`config.mk`:
```
export PLATFORM = sky130hd
export DESIGN_NAME = ir_frame_transmitter_flat
export DESIGN_NICKNAME = d
export VERILOG_FILES = /design/src/hdl/irft_pkg.sv /design/src/hdl/irft_if.sv /design/src/hdl/ir_frame_transmitter.sv /design/src/flat_wrapper.sv
export SDC_FILE = /design/constraint.sdc
export NUM_CORES = 1
export LEC_CHECK = 0
export BUFFER_PORTS_ARGS = -buffer_cell sky130_fd_sc_hd__buf_2
export CORE_MARGIN = 2
export CORE_UTILIZATION = 40
export CTS_CLUSTER_SIZE = 30
export DETAILED_ROUTE_END_ITERATION = 10
export SKIP_CTS_REPAIR_TIMING = 1
export SLEW_MARGIN = 20
export SYNTH_ARGS = -nofsm -noshare
export SYNTH_HDL_FRONTEND = slang
export SYNTH_SLANG_ARGS = --single-unit
export TNS_END_PERCENT = 10
```
`constraint.sdc`:
```
create_clock -name clk -period 3.7 [get_ports clk]
set_input_delay 0.555 -clock clk [delete_from_list [all_inputs] [get_ports clk]]
set_output_delay 0.555 -clock clk [all_outputs]
set_load 0.05 [all_outputs]
```
`src/hdl/irft_pkg.sv`:
```
// Shared constants, types and helpers for the infrared frame transmitter.
package irft_pkg;

  localparam int CodeBits = 32;
  localparam int BitCntW  = $clog2(CodeBits + 1);
  localparam int PeriodW  = 16;
  localparam int HalfW    = 8;
  localparam int CodeW    = 32;

  typedef enum logic [2:0] {
    REG_LEADER_MARK  = 3'd0,
    REG_LEADER_SPACE = 3'd1,
    REG_BIT_MARK     = 3'd2,
    REG_ONE_SPACE    = 3'd3,
    REG_ZERO_SPACE   = 3'd4,
    REG_STOP_SPACE   = 3'd5,
    REG_CARRIER_HALF = 3'd6
  } reg_index_t;

  localparam logic [PeriodW-1:0] LeaderMarkReset  = 16'd9000;
  localparam logic [PeriodW-1:0] LeaderSpaceReset = 16'd4500;
  localparam logic [PeriodW-1:0] BitMarkReset     = 16'd560;
  localparam logic [PeriodW-1:0] OneSpaceReset    = 16'd560;
  localparam logic [PeriodW-1:0] ZeroSpaceReset   = 16'd1690;
  localparam logic [PeriodW-1:0] StopSpaceReset   = 16'd5000;
  localparam logic [HalfW-1:0]   CarrierHalfReset = 8'd13;

  localparam logic FuncTick  = 1'b0;
  localparam logic FuncStart = 1'b1;

  typedef struct packed {
    logic ir_out;
    logic mark_active;
    logic busy_res;
    logic frame_done;
    logic start_ignored;
  } result_t;

  // A programmed length of zero still lasts one tick.
  function automatic logic [PeriodW-1:0] period_len(input logic [PeriodW-1:0] len);
    period_len = (len == '0) ? PeriodW'(1) : len;
  endfunction

endpackage

```
`src/hdl/irft_if.sv`:
```
// Valid/ready channel interfaces for frame commands and per-item results.
interface irft_item_if
  import irft_pkg::*;
  ();
  logic             valid;
  logic             ready;
  logic             func;
  logic [CodeW-1:0] code;

  modport source (output valid, output func, output code, input ready);
  modport sink   (input valid, input func, input code, output ready);
endinterface

interface irft_result_if;
  logic valid;
  logic ready;
  logic ir_out;
  logic mark_active;
  logic busy_res;
  logic frame_done;
  logic start_ignored;

  modport source (output valid, output ir_out, output mark_active, output busy_res,
                  output frame_done, output start_ignored, input ready);
  modport sink   (input valid, input ir_out, input mark_active, input busy_res,
                  input frame_done, input start_ignored, output ready);
endinterface

```
`src/hdl/ir_frame_transmitter.sv`:
```
// Infrared frame transmitter: takes one tick or start beat per cycle while
// results are taken and returns one result beat for each. An idle start beat
// loads a 32-bit code and begins a frame (leader mark and space, 32 bits MSB
// first as mark plus space, stop mark and stop space); each tick beat advances
// line time by one microsecond and reports the carrier-gated emitter drive. The
// frame sequencer updates in the cycle a beat is accepted and its result lands
// in an output register. A two-entry output buffer (output register plus skid
// register) lets it take a beat while a result still waits; ready drops only
// when both entries are full. The user must write registers via cfg_we, cfg_index
// and cfg_data only while no frame is in flight; the block does not enforce this.
module ir_frame_transmitter
  import irft_pkg::*;
(
  input  logic                clk,
  input  logic                rst,
  irft_item_if.sink           item,
  irft_result_if.source       result,
  input  logic                cfg_we,
  input  logic [2:0]          cfg_index,
  input  logic [PeriodW-1:0]  cfg_data
);

  typedef enum logic [2:0] {
    PH_IDLE,
    PH_LEAD_MARK,
    PH_LEAD_SPACE,
    PH_BIT_MARK,
    PH_BIT_SPACE,
    PH_STOP_MARK,
    PH_STOP_SPACE
  } phase_t;

  logic [PeriodW-1:0] leader_mark_ticks;
  logic [PeriodW-1:0] leader_space_ticks;
  logic [PeriodW-1:0] bit_mark_ticks;
  logic [PeriodW-1:0] one_space_ticks;
  logic [PeriodW-1:0] zero_space_ticks;
  logic [PeriodW-1:0] stop_space_ticks;
  logic [HalfW-1:0]   carrier_half_ticks;

  phase_t              phase, phase_next;
  logic [PeriodW-1:0]  period_left, period_left_next;
  logic [CodeBits-1:0] shift_word, shift_word_next;
  logic [BitCntW-1:0]  bits_left, bits_left_next;
  logic [HalfW-1:0]    carrier_count, carrier_count_next;
  logic                carrier_level, carrier_level_next;

  result_t out_data, skid_data, res_next;
  logic    out_valid, skid_valid;

  logic               accept;
  logic               in_mark;
  logic [HalfW-1:0]   half;
  logic [HalfW-1:0]   count_inc;
  logic [PeriodW-1:0] period_dec;

  assign item.ready = !skid_valid;
  assign accept     = item.valid && item.ready;

  assign in_mark    = (phase == PH_LEAD_MARK) || (phase == PH_BIT_MARK) ||
                      (phase == PH_STOP_MARK);
  assign half       = (carrier_half_ticks == '0) ? HalfW'(1) : carrier_half_ticks;
  assign count_inc  = carrier_count + HalfW'(1);
  assign period_dec = (period_left == '0) ? '0 : period_left - PeriodW'(1);

  always_comb begin
    phase_next         = phase;
    period_left_next   = period_left;
    shift_word_next    = shift_word;
    bits_left_next     = bits_left;
    carrier_count_next = carrier_count;
    carrier_level_next = carrier_level;
    res_next           = '0;

    if (accept) begin
      if (item.func == FuncStart) begin
        res_next.busy_res = 1'b1;
        if (phase != PH_IDLE) begin
          res_next.start_ignored = 1'b1;
        end else begin
          shift_word_next    = CodeBits'(item.code);
          bits_left_next     = BitCntW'(CodeBits);
          phase_next         = PH_LEAD_MARK;
          period_left_next   = period_len(leader_mark_ticks);
          carrier_count_next = '0;
          carrier_level_next = 1'b1;
        end
      end else if (phase != PH_IDLE) begin
        res_next.busy_res = 1'b1;
        if (in_mark) begin
          res_next.mark_active = 1'b1;
          res_next.ir_out      = carrier_level;
          if (count_inc >= half) begin
            carrier_count_next = '0;
            carrier_level_next = !carrier_level;
          end else begin
            carrier_count_next = count_inc;
          end
        end
        period_left_next = period_dec;
        if (period_dec == '0) begin
          // Every phase change restarts the carrier: high for marks, low for spaces.
          carrier_count_next = '0;
          carrier_level_next = 1'b0;
          case (phase)
            PH_LEAD_MARK: begin
              phase_next       = PH_LEAD_SPACE;
              period_left_next = period_len(leader_space_ticks);
            end
            PH_LEAD_SPACE: begin
              phase_next         = PH_BIT_MARK;
              period_left_next   = period_len(bit_mark_ticks);
              carrier_level_next = 1'b1;
            end
            PH_BIT_MARK: begin
              shift_word_next  = shift_word << 1;
              bits_left_next   = (bits_left == '0) ? '0 : bits_left - BitCntW'(1);
              phase_next       = PH_BIT_SPACE;
              period_left_next = shift_word[CodeBits-1] ? period_len(one_space_ticks)
                                                        : period_len(zero_space_ticks);
            end
            PH_BIT_SPACE: begin
              phase_next         = (bits_left != '0) ? PH_BIT_MARK : PH_STOP_MARK;
              period_left_next   = period_len(bit_mark_ticks);
              carrier_level_next = 1'b1;
            end
            PH_STOP_MARK: begin
              phase_next       = PH_STOP_SPACE;
              period_left_next = period_len(stop_space_ticks);
            end
            default: begin
              phase_next          = PH_IDLE;
              period_left_next    = '0;
              res_next.frame_done = 1'b1;
            end
          endcase
        end
      end
    end
  end

  always_ff @(posedge clk) begin
    if (rst) begin
      leader_mark_ticks  <= LeaderMarkReset;
      leader_space_ticks <= LeaderSpaceReset;
      bit_mark_ticks     <= BitMarkReset;
      one_space_ticks    <= OneSpaceReset;
      zero_space_ticks   <= ZeroSpaceReset;
      stop_space_ticks   <= StopSpaceReset;
      carrier_half_ticks <= CarrierHalfReset;
      phase              <= PH_IDLE;
      period_left        <= '0;
      shift_word         <= '0;
      bits_left          <= '0;
      carrier_count      <= '0;
      carrier_level      <= 1'b0;
      out_valid          <= 1'b0;
      skid_valid         <= 1'b0;
    end else begin
      if (cfg_we) begin
        case (cfg_index)
          REG_LEADER_MARK:  leader_mark_ticks  <= cfg_data;
          REG_LEADER_SPACE: leader_space_ticks <= cfg_data;
          REG_BIT_MARK:     bit_mark_ticks     <= cfg_data;
          REG_ONE_SPACE:    one_space_ticks    <= cfg_data;
          REG_ZERO_SPACE:   zero_space_ticks   <= cfg_data;
          REG_STOP_SPACE:   stop_space_ticks   <= cfg_data;
          REG_CARRIER_HALF: carrier_half_ticks <= cfg_data[HalfW-1:0];
          default: ;
        endcase
      end

      phase         <= phase_next;
      period_left   <= period_left_next;
      shift_word    <= shift_word_next;
      bits_left     <= bits_left_next;
      carrier_count <= carrier_count_next;
      carrier_level <= carrier_level_next;

      // The skid register only fills when the output register is stalled.
      if (!out_valid || result.ready) begin
        if (skid_valid) begin
          out_data   <= skid_data;
          out_valid  <= 1'b1;
          skid_valid <= 1'b0;
        end else begin
          out_data  <= res_next;
          out_valid <= accept;
        end
      end else if (accept) begin
        skid_data  <= res_next;
        skid_valid <= 1'b1;
      end
    end
  end

  assign result.valid         = out_valid;
  assign result.ir_out        = out_data.ir_out;
  assign result.mark_active   = out_data.mark_active;
  assign result.busy_res      = out_data.busy_res;
  assign result.frame_done    = out_data.frame_done;
  assign result.start_ignored = out_data.start_ignored;

endmodule

```
`src/flat_wrapper.sv`:
```
// flat-port wrapper written by rule: the top's interface ports become plain ports
module ir_frame_transmitter_flat import irft_pkg::*;
  (clk, rst, cfg_we, cfg_index, cfg_data, item_valid, item_func, item_code, item_ready, result_valid, result_ir_out, result_mark_active, result_busy_res, result_frame_done, result_start_ignored, result_ready);
  irft_item_if item_i ();
  irft_result_if result_i ();
  input  logic clk;
  input  logic rst;
  input  logic cfg_we;
  input  logic [2:0] cfg_index;
  input  logic [PeriodW-1:0] cfg_data;
  input wire logic [$bits(item_i.valid)-1:0] item_valid;
  input wire logic [$bits(item_i.func)-1:0] item_func;
  input wire logic [$bits(item_i.code)-1:0] item_code;
  output wire logic [$bits(item_i.ready)-1:0] item_ready;
  output wire logic [$bits(result_i.valid)-1:0] result_valid;
  output wire logic [$bits(result_i.ir_out)-1:0] result_ir_out;
  output wire logic [$bits(result_i.mark_active)-1:0] result_mark_active;
  output wire logic [$bits(result_i.busy_res)-1:0] result_busy_res;
  output wire logic [$bits(result_i.frame_done)-1:0] result_frame_done;
  output wire logic [$bits(result_i.start_ignored)-1:0] result_start_ignored;
  input wire logic [$bits(result_i.ready)-1:0] result_ready;
  assign item_i.valid = item_valid;
  assign item_i.func = item_func;
  assign item_i.code = item_code;
  assign item_ready = item_i.ready;
  assign result_valid = result_i.valid;
  assign result_ir_out = result_i.ir_out;
  assign result_mark_active = result_i.mark_active;
  assign result_busy_res = result_i.busy_res;
  assign result_frame_done = result_i.frame_done;
  assign result_start_ignored = result_i.start_ignored;
  assign result_i.ready = result_ready;
  ir_frame_transmitter u_core (.clk(clk), .rst(rst), .item(item_i), .result(result_i), .cfg_we(cfg_we), .cfg_index(cfg_index), .cfg_data(cfg_data));
endmodule
```
# Yosys cells after proc, flatten, opt, wreduce, memory -nomap -nowiden
# Cells that the tools add are included.
[totals]
regBits = 182
input_bits = 57
out_inout_bits = 7
wordCells = 141
[op_classes]
n_addsub = 3
n_lt_le_gt_ge = 1
eq_ne = 12
mux = 56
n_bitwise = 2
reduce_logical = 42
[ops]
columns = ["operator", "n"]
rows = [
  ["16-bit two-way mux", 12],
  ["32-bit two-way mux", 5],
  ["16-bit logical NOT", 8],
  ["16-bit case mux with 4 select lines", 1],
  ["8-bit two-way mux", 7],
  ["6-bit two-way mux", 6],
  ["2-bit AND reduction", 8],
  ["16-bit by 1-bit subtractor with 16-bit output (second input constant)", 1],
  ["3-bit == test (second input constant)", 5],
  ["3-bit two-way mux", 5],
  ["3-bit case mux with 5 select lines", 1],
  ["1-bit two-way mux", 14],
  ["3-bit by 2-bit == test with 1-bit output (second input constant)", 4],
  ["5-bit two-way mux", 2],
  ["5-bit AND reduction", 2],
  ["3-bit nonzero test", 3],
  ["8-bit by 1-bit adder with 8-bit output (second input constant)", 1],
  ["8-bit greater-or-equal comparator", 1],
  ["8-bit logical NOT", 1],
  ["4-bit AND reduction", 2],
  ["3-bit by 1-bit == test with 1-bit output (second input constant)", 2],
  ["6-bit logical NOT", 1],
  ["3-bit AND reduction", 2],
  ["2-bit nonzero test", 3],
  ["other kinds (12)", 19],
]

# Logic depth before layout (Yosys ltp)
# Gate-level depths: netlist of run 1.
[logic_depth]
depth_word = 8
ltp_mapped = 13
mapped_depth_nobuf = 11

# Least setup slack after synthesis of run 1
# No wires, ideal clock.
[synth_path]
path_kind = "register to register"
start = "register u_core.period_left[0]"
end = "register u_core.period_left[2]"
setup_ns = 0.103
arrival_time_ns = 2.826
required_ns = 3.597
slack_ns = 0.770
stages_incl_launch_ff = 12
path_buffers = 2
cell_sequence = "dfxtp_1 -> inv_1 -> ha_1 -> or3b_1 -> clkbuf_1 -> nor4_1 -> a2111oi_0 -> o2111a_1 -> buf_4 -> nor2_1 -> mux2_2 -> a2111oi_2"
[synth_between]
elab_chain_cells = 6
elab_cells_between_ends = 7
cone_classes = "1 x add/sub; 4 x mux; 2 x reduce/logical"
[synth_lines]
columns = ["element", "line_no", "rtl"]
rows = [
  ["start, declared", "ir_frame_transmitter.sv:42", "logic [PeriodW-1:0] period_left, period_left_next;"],
  ["start signal, assigned", "ir_frame_transmitter.sv:174", "period_left <= period_left_next;"],
  ["16-bit by 1-bit subtractor with 16-bit output / 16-bit logical NOT (equally long branches)", "ir_frame_transmitter.sv:64", "assign period_dec = (period_left == '0) ? '0 : period_left - PeriodW'(1);"],
  ["16-bit two-way mux *", "ir_frame_transmitter.sv:64", ""],
  ["16-bit logical NOT", "ir_frame_transmitter.sv:101", "if (period_dec == '0) begin"],
  ["16-bit two-way mux *", "ir_frame_transmitter.sv:101", ""],
  ["16-bit two-way mux *", "ir_frame_transmitter.sv:88", "end else if (phase != PH_IDLE) begin"],
  ["16-bit two-way mux *", "ir_frame_transmitter.sv:76", "if (item.func == FuncStart) begin"],
]
# Every way passes the cells marked *; elsewhere a longest branch is shown, timed or not. The select of a mux whose other input is x is not followed.
# A chain may end at the register's enable or synchronous reset.

# Worst setup path in the final report of run 1
# Ends and elaborated chain as after synthesis.

==> results of run 1 <==
worst paths after layout:
| check | to |
|---|---|
| hold / removal | u_core.shift_word[0] |
| hold reg to reg | u_core.carrier_half_ticks[1] |
| setup reg to reg | u_core.period_left[2] |
| setup / recovery | u_core.period_left[2] |
through the flow:
stage               power, mW  hold slack [ps]  util, %  setup slack (ps)  instances
global placement         2.82              443     43.0               183       1385
CTS                      4.61              381     45.7              77.8       1417
floorplan                2.62              431        -               770       1095
global route             4.78              371     45.7               198       1417
finish                   4.57              398     45.7               327       1417
detailed placement       2.83              447     43.0               126       1385
power by group:
group	total [mW]	leakage [nW]	internal (mW)	switching (mW)
registers	2.12	1.50	2.05	0.0654
logic	0.675	1.87	0.248	0.427
clock network	1.78	0.287	0.954	0.822
flip-flops by register name, summed over array words and instances (netlist names), 3 cells and up:
register,cells
u_core.leader_mark_ticks,16
u_core.leader_space_ticks,16
u_core.one_space_ticks,16
u_core.period_left,16
u_core.shift_word,32
u_core.carrier_half_ticks,8
u_core.bit_mark_ticks,16
u_core.phase,3
u_core.stop_space_ticks,16
u_core.bits_left,6
u_core.carrier_count,8
u_core.skid_data,5
u_core.zero_space_ticks,16
per-layer routing:
metal,GRT usage [%],routed length [um],vias up
met5,0,0,-
met4,6.28,448,0
met3,4.35,1370,35
met2,34.8,11700,244
met1,29.3,11500,3689
li1,-,-,3994
cell type report:
cell class                 count  area [sq um]
fill                        2188         11800
timing repair buffer          85           495
clock buffer                  18           439
multi-input combinational    815          4670
tap                          280           350
clock inverter                14           125
inverter                      23          86.3
sequential                   182          3740
cell usage in the layout (no fill, tap or decap), types with 26 or more instances in the layout:
master / count
nand2_1: 252
dfxtp_1: 172
a21oi_1: 95
buf_2: 62
nor2_1: 60
nand3_1: 50
mux2i_1: 48
a211oi_1: 35
nor4_1: 32
nor3_1: 26
logic make-up (layout without fill, tap and decap cells):
group,after synthesis,after routing,synth area share [%]
flops,182,182,42.6
mux,50,50,5.72
simple gates,491,491,25.1
fa+ha+maj,14,14,1.99
buf+inv,98,140,4.44
compound gates,243,243,18.5
xor+xnor,17,17,1.69
critical path, cell delays in order (launching register included):
cell       delay, ps
dfxtp_1          360
inv_1            100
ha_1             210
or3b_1           390
nor4_1           510
a2111oi_0        210
o2111a_1         180
nor2_2           570
mux2_2           420
a2111oi_2        330
==> metrics.txt, run 1 <==
Synth top cells by count nand2_1, dfxtp_1, a21oi_1, nor2_1, clkbuf_1; Final Net Count 1195; outcome completed; Top Ports 64; number of synthesized flops with an enable pin 10; FP Rows between 50 and 60; first-pass GRT wire length 40700 um; peak fanout along the critical path 15; Chip Height 152 um; Iteration-0 DRC Markers 575; initial core utilization about 41%; clk buf depth 2; H-tree lvl count 4; peak supply drop 335 uV; Remaining DRCs 0; initial antenna violation count 0; Min-Delay Startpoint item_code[0]; synthesized instance count between 1000 and 1500; worst r2r path cells 9; clk slew on worst S/H paths 70 ps; RSZ-0062 raised after global routing no; Worst Setup End Kind flip-flop; yosys warns 0; CTS Buf Count 17; Placer Congestion around 0.86; CP Launch Point u_core.period_left[0]; Synth async-reset ratio 0%; CTS Root Cell clkbuf_16; R2R Path Start u_core.period_left[0]; die width 152 um; Final Setup Violations 0; Via density roughly 5.6; fin crit period around 3400 ps; placed cell area just over 9000 sq um; CP Data Required Time just over 4000 ps; final WL 25000 um; clock tree from TritonCTS done; Hold Path Cell Cnt 3; post-synth cell types 66; Pre-Repair DR Iteration Count 7; Num Clock Sinks 182; Die ar. 23200 sq um; Final Hold Viols 0; max frequency 0.296 GHz; via count 7962; CP startpoint kind flip-flop; P_leak around 3.6 nW; Worst-Skew Late Latency 430 ps; max-slew violation count 0; slew of the pin with the lowest slew margin between 900 and 1000 ps; Yosys top cell area share 39.2%; Mean Syn Cell Area 8.03 sq um; kind of critical path flip-flop to flip-flop; most instantiated library cell after synthesis nand2_1; Core Region 21700 sq um; clock skew between 10 and 15 ps; post-synthesis sequential area ratio 42.6%; PD cells 461 nW/um^2; Synth area leaders dfxtp_1, nand2_1, mux2i_1; MaxCap Viol Count 0; Post-Syn Nets roughly 1200; final instance area 9910 sq um; Crit path arrival time ~3700 ps; Synth Register Bits 182; largest net degree at the start of global routing between 60 and 70; post-DR wirelength/cell 17.6 um; Layout area overhead 12.7%; cell taking the most area after synthesis dfxtp_1; layout cells sized above 1 11.6%; prevailing post-synth register cell dfxtp_1; ANT cells 0; final worst path period share 91.2%; GRT Util Overall between 20% and 30%; R2R Setup Slk 330 ps; Max-Slew Margin vs Limit 33.4%; mapped cell area 8790 sq um; # port buffers between 60 and 70; remaining global-route overflow 0; Final TNS setup 0 ps; worst hold path class input port to flip-flop; HPWL after DPL between 15000 and 20000 um; vias in the first global route between 7000 and 8000; Post-DRT Antenna Nets 0
Power figures use the tool's default switching activity.
==> inputs of run 2 (changes only) <==
--- a/config.mk
+++ b/config.mk
@@ -7,9 +7,11 @@
 export LEC_CHECK = 0
 export BUFFER_PORTS_ARGS = -buffer_cell sky130_fd_sc_hd__buf_2
 export CORE_MARGIN = 2
-export CORE_UTILIZATION = 40
+export CORE_UTILIZATION = 50
+export CTS_BUF_LIST = sky130_fd_sc_hd__clkbuf_8
 export CTS_CLUSTER_SIZE = 30
 export DETAILED_ROUTE_END_ITERATION = 10
+export PLACE_DENSITY = 0.68
 export SKIP_CTS_REPAIR_TIMING = 1
 export SLEW_MARGIN = 20
 export SYNTH_ARGS = -nofsm -noshare
==> run 2 against run 1 <==
Non-clock buffer count is 3 higher. Sequential share of layout area is 0.92 points higher. Core utilization rose by 10 points. Combinational power decreased by 1%. Flip-flop and latch count unchanged. Final cell count shrank 3.7%. Critical path depth did not move. Count of clock-buffer cells in the layout fell by 1. Die area shrank 20%. Final area fell by 2.4%. Sequential power about the same.
==> metrics.txt, run 2 (synthesis gave the netlist of run 1 again) <==
commonest non-fill, non-tap cell in the layout nand2_1 (unchanged); slew of the pin with the lowest slew margin 1100 ps (was 987 ps); via count 8083 (was 7962); final design utilization 56.1% (was 45.7%); worst hold slack 374 ps (was 398 ps); final WL 23700 um (was 25000 um); Chip Height 137 um (was 152 um); RSZ-0062 raised after global routing no (unchanged); worst r2r path cells 9 (unchanged); Iteration-0 DRC Markers 658 (was 575); H-tree lvl count 4 (unchanged); max-slew violation count 0 (unchanged); Biggest register u_core.shift_word (unchanged); dpl cells 1333 (was 1385); largest net degree at the start of global routing 86 (was 67); Core Region 17200 sq um (was 21700 sq um); placed cell area 9280 sq um (was 9340 sq um); GRT Util Overall 26.3% (was 21.6%); Max-Slew Margin vs Limit 26.2% (was 33.4%); P_leak 3.58 nW (was 3.65 nW); Combinational Power Share 16.2% (was 14.8%); DP Worst Slack 168 ps (was 126 ps); initial antenna violation count 0 (unchanged); remaining global-route overflow 0 (unchanged); Final Net Count 1198 (was 1195); kind of critical path flip-flop to flip-flop (unchanged); clk buf depth 2 (unchanged); final worst path period share 89.2% (was 91.2%); clock share of power 32.6% (was 38.9%); max reg flops 32 (unchanged); clock skew 12.9 ps (was 10.4 ps); first-pass GRT wire length 38800 um (was 40700 um); CP startpoint kind flip-flop (unchanged); Top Ports 64 (unchanged); FP Rows 48 (was 54); Critical Path Sink u_core.period_left[2] (unchanged); MaxCap Viol Count 0 (unchanged); commonest cells after routing, fill and taps aside nand2_1, dfxtp_1, a21oi_1 (unchanged); # port buffers 63 (unchanged); Pre-Repair DR Iteration Count 5 (was 7); Layout area overhead 10.0% (was 12.7%); Crit path arrival time 3670 ps (was 3710 ps); Worst Setup End Kind flip-flop (unchanged); final std cells w/o fill 1365 (was 1417); Pint 2.91 mW (was 3.26 mW); HPWL after DPL 16500 um (was 17400 um); layout cells sized above 1 11.6% (about the same); clock tree from TritonCTS done (unchanged); Sw Ratio 29.7% (was 28.8%); CP Data Required Time 4070 ps (was 4040 ps); Filler cells 1665 (was 2188); peak fanout along the critical path 12 (was 15); PD cells 427 nW/um^2 (was 461 nW/um^2); final instance area 9680 sq um (was 9910 sq um); Placer Congestion 0.896 (was 0.858); ANT cells 0 (unchanged); fin crit period 3300 ps (was 3370 ps); Pwr Total 4.13 mW (was 4.57 mW); worst hold path class input port to flip-flop (unchanged); CTS Buf Count 17 (unchanged); initial core utilization 51.0% (was 40.5%); max frequency 0.303 GHz (was 0.296 GHz); Final TNS setup 0 ps (unchanged); outcome completed (unchanged); Remaining DRCs 0 (unchanged); final setup margin 400 ps (was 327 ps); Final Setup Violations 0 (unchanged); peak supply drop 362 uV (was 335 uV); R2R Setup Slk 400 ps (was 330 ps); Final Hold Viols 0 (unchanged); post-DR wirelength/cell 17.4 um (was 17.6 um); Via density 5.92 (was 5.62); vias in the first global route 7474 (was 7521); Worst-Skew Late Latency 460 ps (was 430 ps); CP Launch Point u_core.period_left[0] (unchanged); die width 137 um (was 152 um); Die ar. 18700 sq um (was 23200 sq um); clk slew on worst S/H paths 100 ps (was 70 ps); Sw Pwr 1.23 mW (was 1.31 mW); Seq pwr share 51.3% (was 46.4%); R2R Path Start u_core.period_left[0] (unchanged); reg2reg end u_core.period_left[2] (unchanged); CTS Root Cell clkbuf_8 (was clkbuf_16); Post-DRT Antenna Nets 0 (unchanged); Num Clock Sinks 182 (unchanged)
-- run 2: final cells by class --
type	instances	area (sq um)	share of cell area [%]
Clock inverter	15	151	1.56
Multi-Input combinational cell	815	4670	48.3
Clock buffer	17	234	2.42
Sequential cell	182	3740	38.7
Tap cell	225	282	2.91
Timing Repair Buffer	88	505	5.22
Inverter	23	86.3	0.892
-- run 2: worst min-delay path by stage --
stage / from / to / slack (ps) / depth (start not counted)
3_3_place_gp: u_core.bit_mark_ticks[0] / u_core.bit_mark_ticks[0] / 440 / 2
3_5_place_dp: u_core.bit_mark_ticks[0] / u_core.bit_mark_ticks[0] / 450 / 2
4_1_cts: item_code[0] / u_core.shift_word[0] / 350 / 3
6_report: item_code[0] / u_core.shift_word[0] / 370 / 3
5_1_grt: item_code[0] / u_core.shift_word[0] / 370 / 3
2_1_floorplan: u_core.shift_word[0] / u_core.shift_word[0] / 430 / 2
-- run 2: power by group through the flow --
| stage | registers (mW) | logic, mW | clock network, mW |
|---|---|---|---|
| finish | 2.12 | 0.668 | 1.35 |
| floorplan | 2.16 | 0.467 | 0 |
| detailed placement | 2.16 | 0.661 | 0 |
| CTS | 2.12 | 0.663 | 1.38 |
| global route | 2.13 | 0.735 | 1.45 |
| global placement | 2.16 | 0.655 | 0 |
-- run 2: routing by layer --
layer	routed length (um)	vias up	part of all wire [%]	track usage [%]
met1	10800	3799	45	36.0
met2	11200	256	47	42.6
li1	-	3987	-	-
met4	469	0	2.0	8.85
met3	1240	41	5.2	3.67
met5	0	-	0	0
-- run 2: worst max-delay path, cell delays in order (launching register included) --
cell and delay, ps:
dfxtp_1 370, inv_1 90, ha_1 210, or3b_1 450
nor4_1 460, a2111oi_0 180, o2111a_1 170, nor2_2 520
mux2_2 410, a2111oi_2 340
==> inputs of run 3 (changes only) <==
--- a/config.mk
+++ b/config.mk
@@ -5,10 +5,10 @@
 export SDC_FILE = /design/constraint.sdc
 export NUM_CORES = 1
 export LEC_CHECK = 0
+export ABC_AREA = 1
 export BUFFER_PORTS_ARGS = -buffer_cell sky130_fd_sc_hd__buf_2
 export CORE_MARGIN = 2
 export CORE_UTILIZATION = 50
-export CTS_BUF_LIST = sky130_fd_sc_hd__clkbuf_8
 export CTS_CLUSTER_SIZE = 30
 export DETAILED_ROUTE_END_ITERATION = 10
 export PLACE_DENSITY = 0.68
==> run 3 against run 2 <==
Non-clock buffer count shrank 10. Count of clock-buffer cells in the layout rose by 3. Synthesized area rose by 6.4%. Synthesized cell count is 25% higher. First-iteration DRC count shrank 5.8%. Via count rose by 9.8%. Hold slack gained 31 ps. Die area is 6.2% higher. Combinational power up 54%. Worst setup slack better by 450 ps. Sequential share of layout area decreased by 2.7 points. Highest routed layer unchanged.
==> metrics.txt, run 3 <==
outcome completed (unchanged); peak supply drop 342 uV (was 362 uV); RSZ-0062 raised after global routing no (unchanged); clock share of power 37.0% (was 32.6%); Biggest register u_core.shift_word (unchanged); vias in the first global route 8045 (was 7474); ANT cells 0 (unchanged); Final Net Count 1465 (was 1198); Synth async-reset ratio 0% (unchanged); CP startpoint kind flip-flop (unchanged); Filler cells 1845 (was 1665); layout cells sized above 1 11.5% (was 11.6%); post-DR wirelength/cell 15.3 um (was 17.4 um); Mean Syn Cell Area 6.86 sq um (was 8.03 sq um); max frequency 0.350 GHz (was 0.303 GHz); final worst path period share 77.2% (was 89.2%); Crit path arrival time 3220 ps (was 3670 ps); Iteration-0 DRC Markers 620 (was 658); post-synth cell types 41 (was 66); synthesized instance count 1364 (was 1095); most instantiated library cell after synthesis nand2_1 (unchanged); Chip Height 141 um (was 137 um); commonest non-fill, non-tap cell in the layout nand2_1 (unchanged); Final Setup Violations 0 (unchanged); MaxCap Viol Count 0 (unchanged); Synth Register Bits 182 (unchanged); Synth area leaders dfxtp_1, nand2_1, nor2_1 (was dfxtp_1, nand2_1, mux2i_1); Max-Slew Margin vs Limit 45.8% (was 26.2%); Final Hold Viols 0 (unchanged); P_leak 4.81 nW (was 3.58 nW); die width 141 um (was 137 um); final std cells w/o fill 1641 (was 1365); peak fanout along the critical path 37 (was 12); max-slew violation count 0 (unchanged); worst hold slack 405 ps (was 374 ps); Num Clock Sinks 182 (unchanged); cell taking the most area after synthesis dfxtp_1 (unchanged); final design utilization 56.2% (was 56.1%); GRT Util Overall 25.6% (was 26.3%); Top Ports 64 (unchanged); Post-Syn Nets 1435 (was 1166); initial core utilization 50.5% (was 51.0%); Die ar. 19800 sq um (was 18700 sq um); first-pass GRT wire length 40600 um (was 38800 um); Core Region 18500 sq um (was 17200 sq um); HPWL after DPL 17000 um (was 16500 um); DP Worst Slack 876 ps (was 168 ps); dpl cells 1609 (was 1333); Post-DRT Antenna Nets 0 (unchanged); CP Data Required Time 4060 ps (was 4070 ps); final WL 25100 um (was 23700 um); CTS Buf Count 17 (unchanged); Final TNS setup 0 ps (unchanged); # port buffers 63 (unchanged); max reg flops 32 (unchanged); FP Rows 50 (was 48); largest net degree at the start of global routing 102 (was 86); Layout area overhead 11.2% (was 10.0%); slew of the pin with the lowest slew margin 813 ps (was 1100 ps); Remaining DRCs 0 (unchanged); CTS Root Cell clkbuf_16 (was clkbuf_8); via count 8872 (was 8083); Worst-Skew Late Latency 440 ps (was 460 ps); Yosys top cell area share 36.8% (was 39.2%); kind of critical path flip-flop to flip-flop (unchanged); worst hold path class input port to flip-flop (unchanged); Synth top cells by count nand2_1, nor2_1, dfxtp_1, inv_1, o21ai_0 (was nand2_1, dfxtp_1, a21oi_1, nor2_1, clkbuf_1); post-synthesis sequential area ratio 40.0% (was 42.6%); clk buf depth 2 (unchanged); remaining global-route overflow 0 (unchanged); Worst Setup End Kind flip-flop (unchanged); prevailing post-synth register cell dfxtp_1 (unchanged); Via density 5.41 (was 5.92); Pre-Repair DR Iteration Count 5 (unchanged); number of synthesized flops with an enable pin 10 (unchanged); Seq pwr share 42.7% (was 51.3%); fin crit period 2850 ps (was 3300 ps); clock tree from TritonCTS done (unchanged); mapped cell area 9350 sq um (was 8790 sq um); clk slew on worst S/H paths 70 ps (was 100 ps); PD cells 488 nW/um^2 (was 427 nW/um^2); clock skew 7.97 ps (was 12.9 ps); Combinational Power Share 20.3% (was 16.2%); initial antenna violation count 0 (unchanged); yosys warns 0 (unchanged); Sw Pwr 1.58 mW (was 1.23 mW); Placer Congestion 0.900 (was 0.896); Pint 3.49 mW (was 2.91 mW); commonest cells after routing, fill and taps aside nand2_1, nor2_1, dfxtp_1 (was nand2_1, dfxtp_1, a21oi_1); final setup margin 845 ps (was 400 ps); Multi-input gate area 4710 sq um (was 4670 sq um); H-tree lvl count 4 (unchanged); register area 3740 sq um (unchanged); Sw Ratio 31.1% (was 29.7%)
==> run 3: changes by cell type after synthesis, sizes merged, moves of 11 or more <==
cell and delta:
nor2 +158, o21ai +132, nor3 -13, nand2 +23, nand3 +45, or3 -16
a21oi +11, nor4 -22, mux2i -48, a211oi -34, inv +131
==> run 3: per-stage QoR <==
stage / instance area (sq um) / power [mW]
after global routing: 10400 / 5.31
after CTS: 10400 / 5.09
after global placement: 9790 / 3.21
after floorplan: 9350 / 2.97
after detailed placement: 9790 / 3.23
final: 10400 / 5.07
==> run 3: critical path, stage by stage (launching register included) <==
cell and delay, ps:
dfxtp_1 310, inv_1 150, ha_1 250, nand3_2 150, nor2_1 290, nand2_1 90
nand2_1 70, nand3_2 70, nand2_1 90, nor2_2 50, nand3_4 200, clkinv_2 190
nand3_4 100, buf_4 450, nand3_1 150, a21oi_1 170
==> run 3: final cells by class <==
class                   instances  share of cell area [%]
well taps                     234                    2.82
clock inverters                12                    1.37
multi-input cells             957                    45.3
inverters                     158                    5.74
clock buffers                  20                    4.50
repair buffers                 78                    4.24
flip-flops and latches        182                    36.0
==> run 3: final timing paths <==
check / end / slack, ps / cells after the start / start
worst max-delay path: u_core.bits_left[4] / 850 / 15 / u_core.period_left[0]
worst min register to register: u_core.period_left[0] / 470 / 2 / u_core.period_left[0]
worst max register to register: u_core.bits_left[4] / 850 / 15 / u_core.period_left[0]
worst min-delay path: u_core.skid_valid / 400 / 3 / item_valid
==> run 3: power groups by stage <==
stage | logic [mW] | clock network, mW | registers, mW
after floorplan | 0.769 | 0 | 2.20
after global placement | 1.00 | 0 | 2.21
after detailed placement | 1.02 | 0 | 2.21
after CTS | 1.02 | 1.90 | 2.17
after global routing | 1.16 | 1.97 | 2.18
final | 1.03 | 1.88 | 2.17
==> run 3: kinds of logic after synthesis <==
| family | after synthesis | share of synthesized area, % |
|---|---|---|
| xor gates and xnor gates | 11 | 1.03 |
| buffers and inverters | 225 | 9.59 |
| DFF | 182 | 40.0 |
| and+or+nand+nor | 630 | 30.1 |
| AOI/OAI and AO/OA | 302 | 17.4 |
| adders and majority gates | 14 | 1.87 |
==> run 3: layer usage <==
metal  global-route usage, %  vias up  part of all wire, %
met5                       0        -                    0
met4                    10.0        0                  2.8
met3                    4.01       42                  5.2
met2                    41.8      250                   46
met1                    34.1     4088                   46
li1                        -     4492                    -
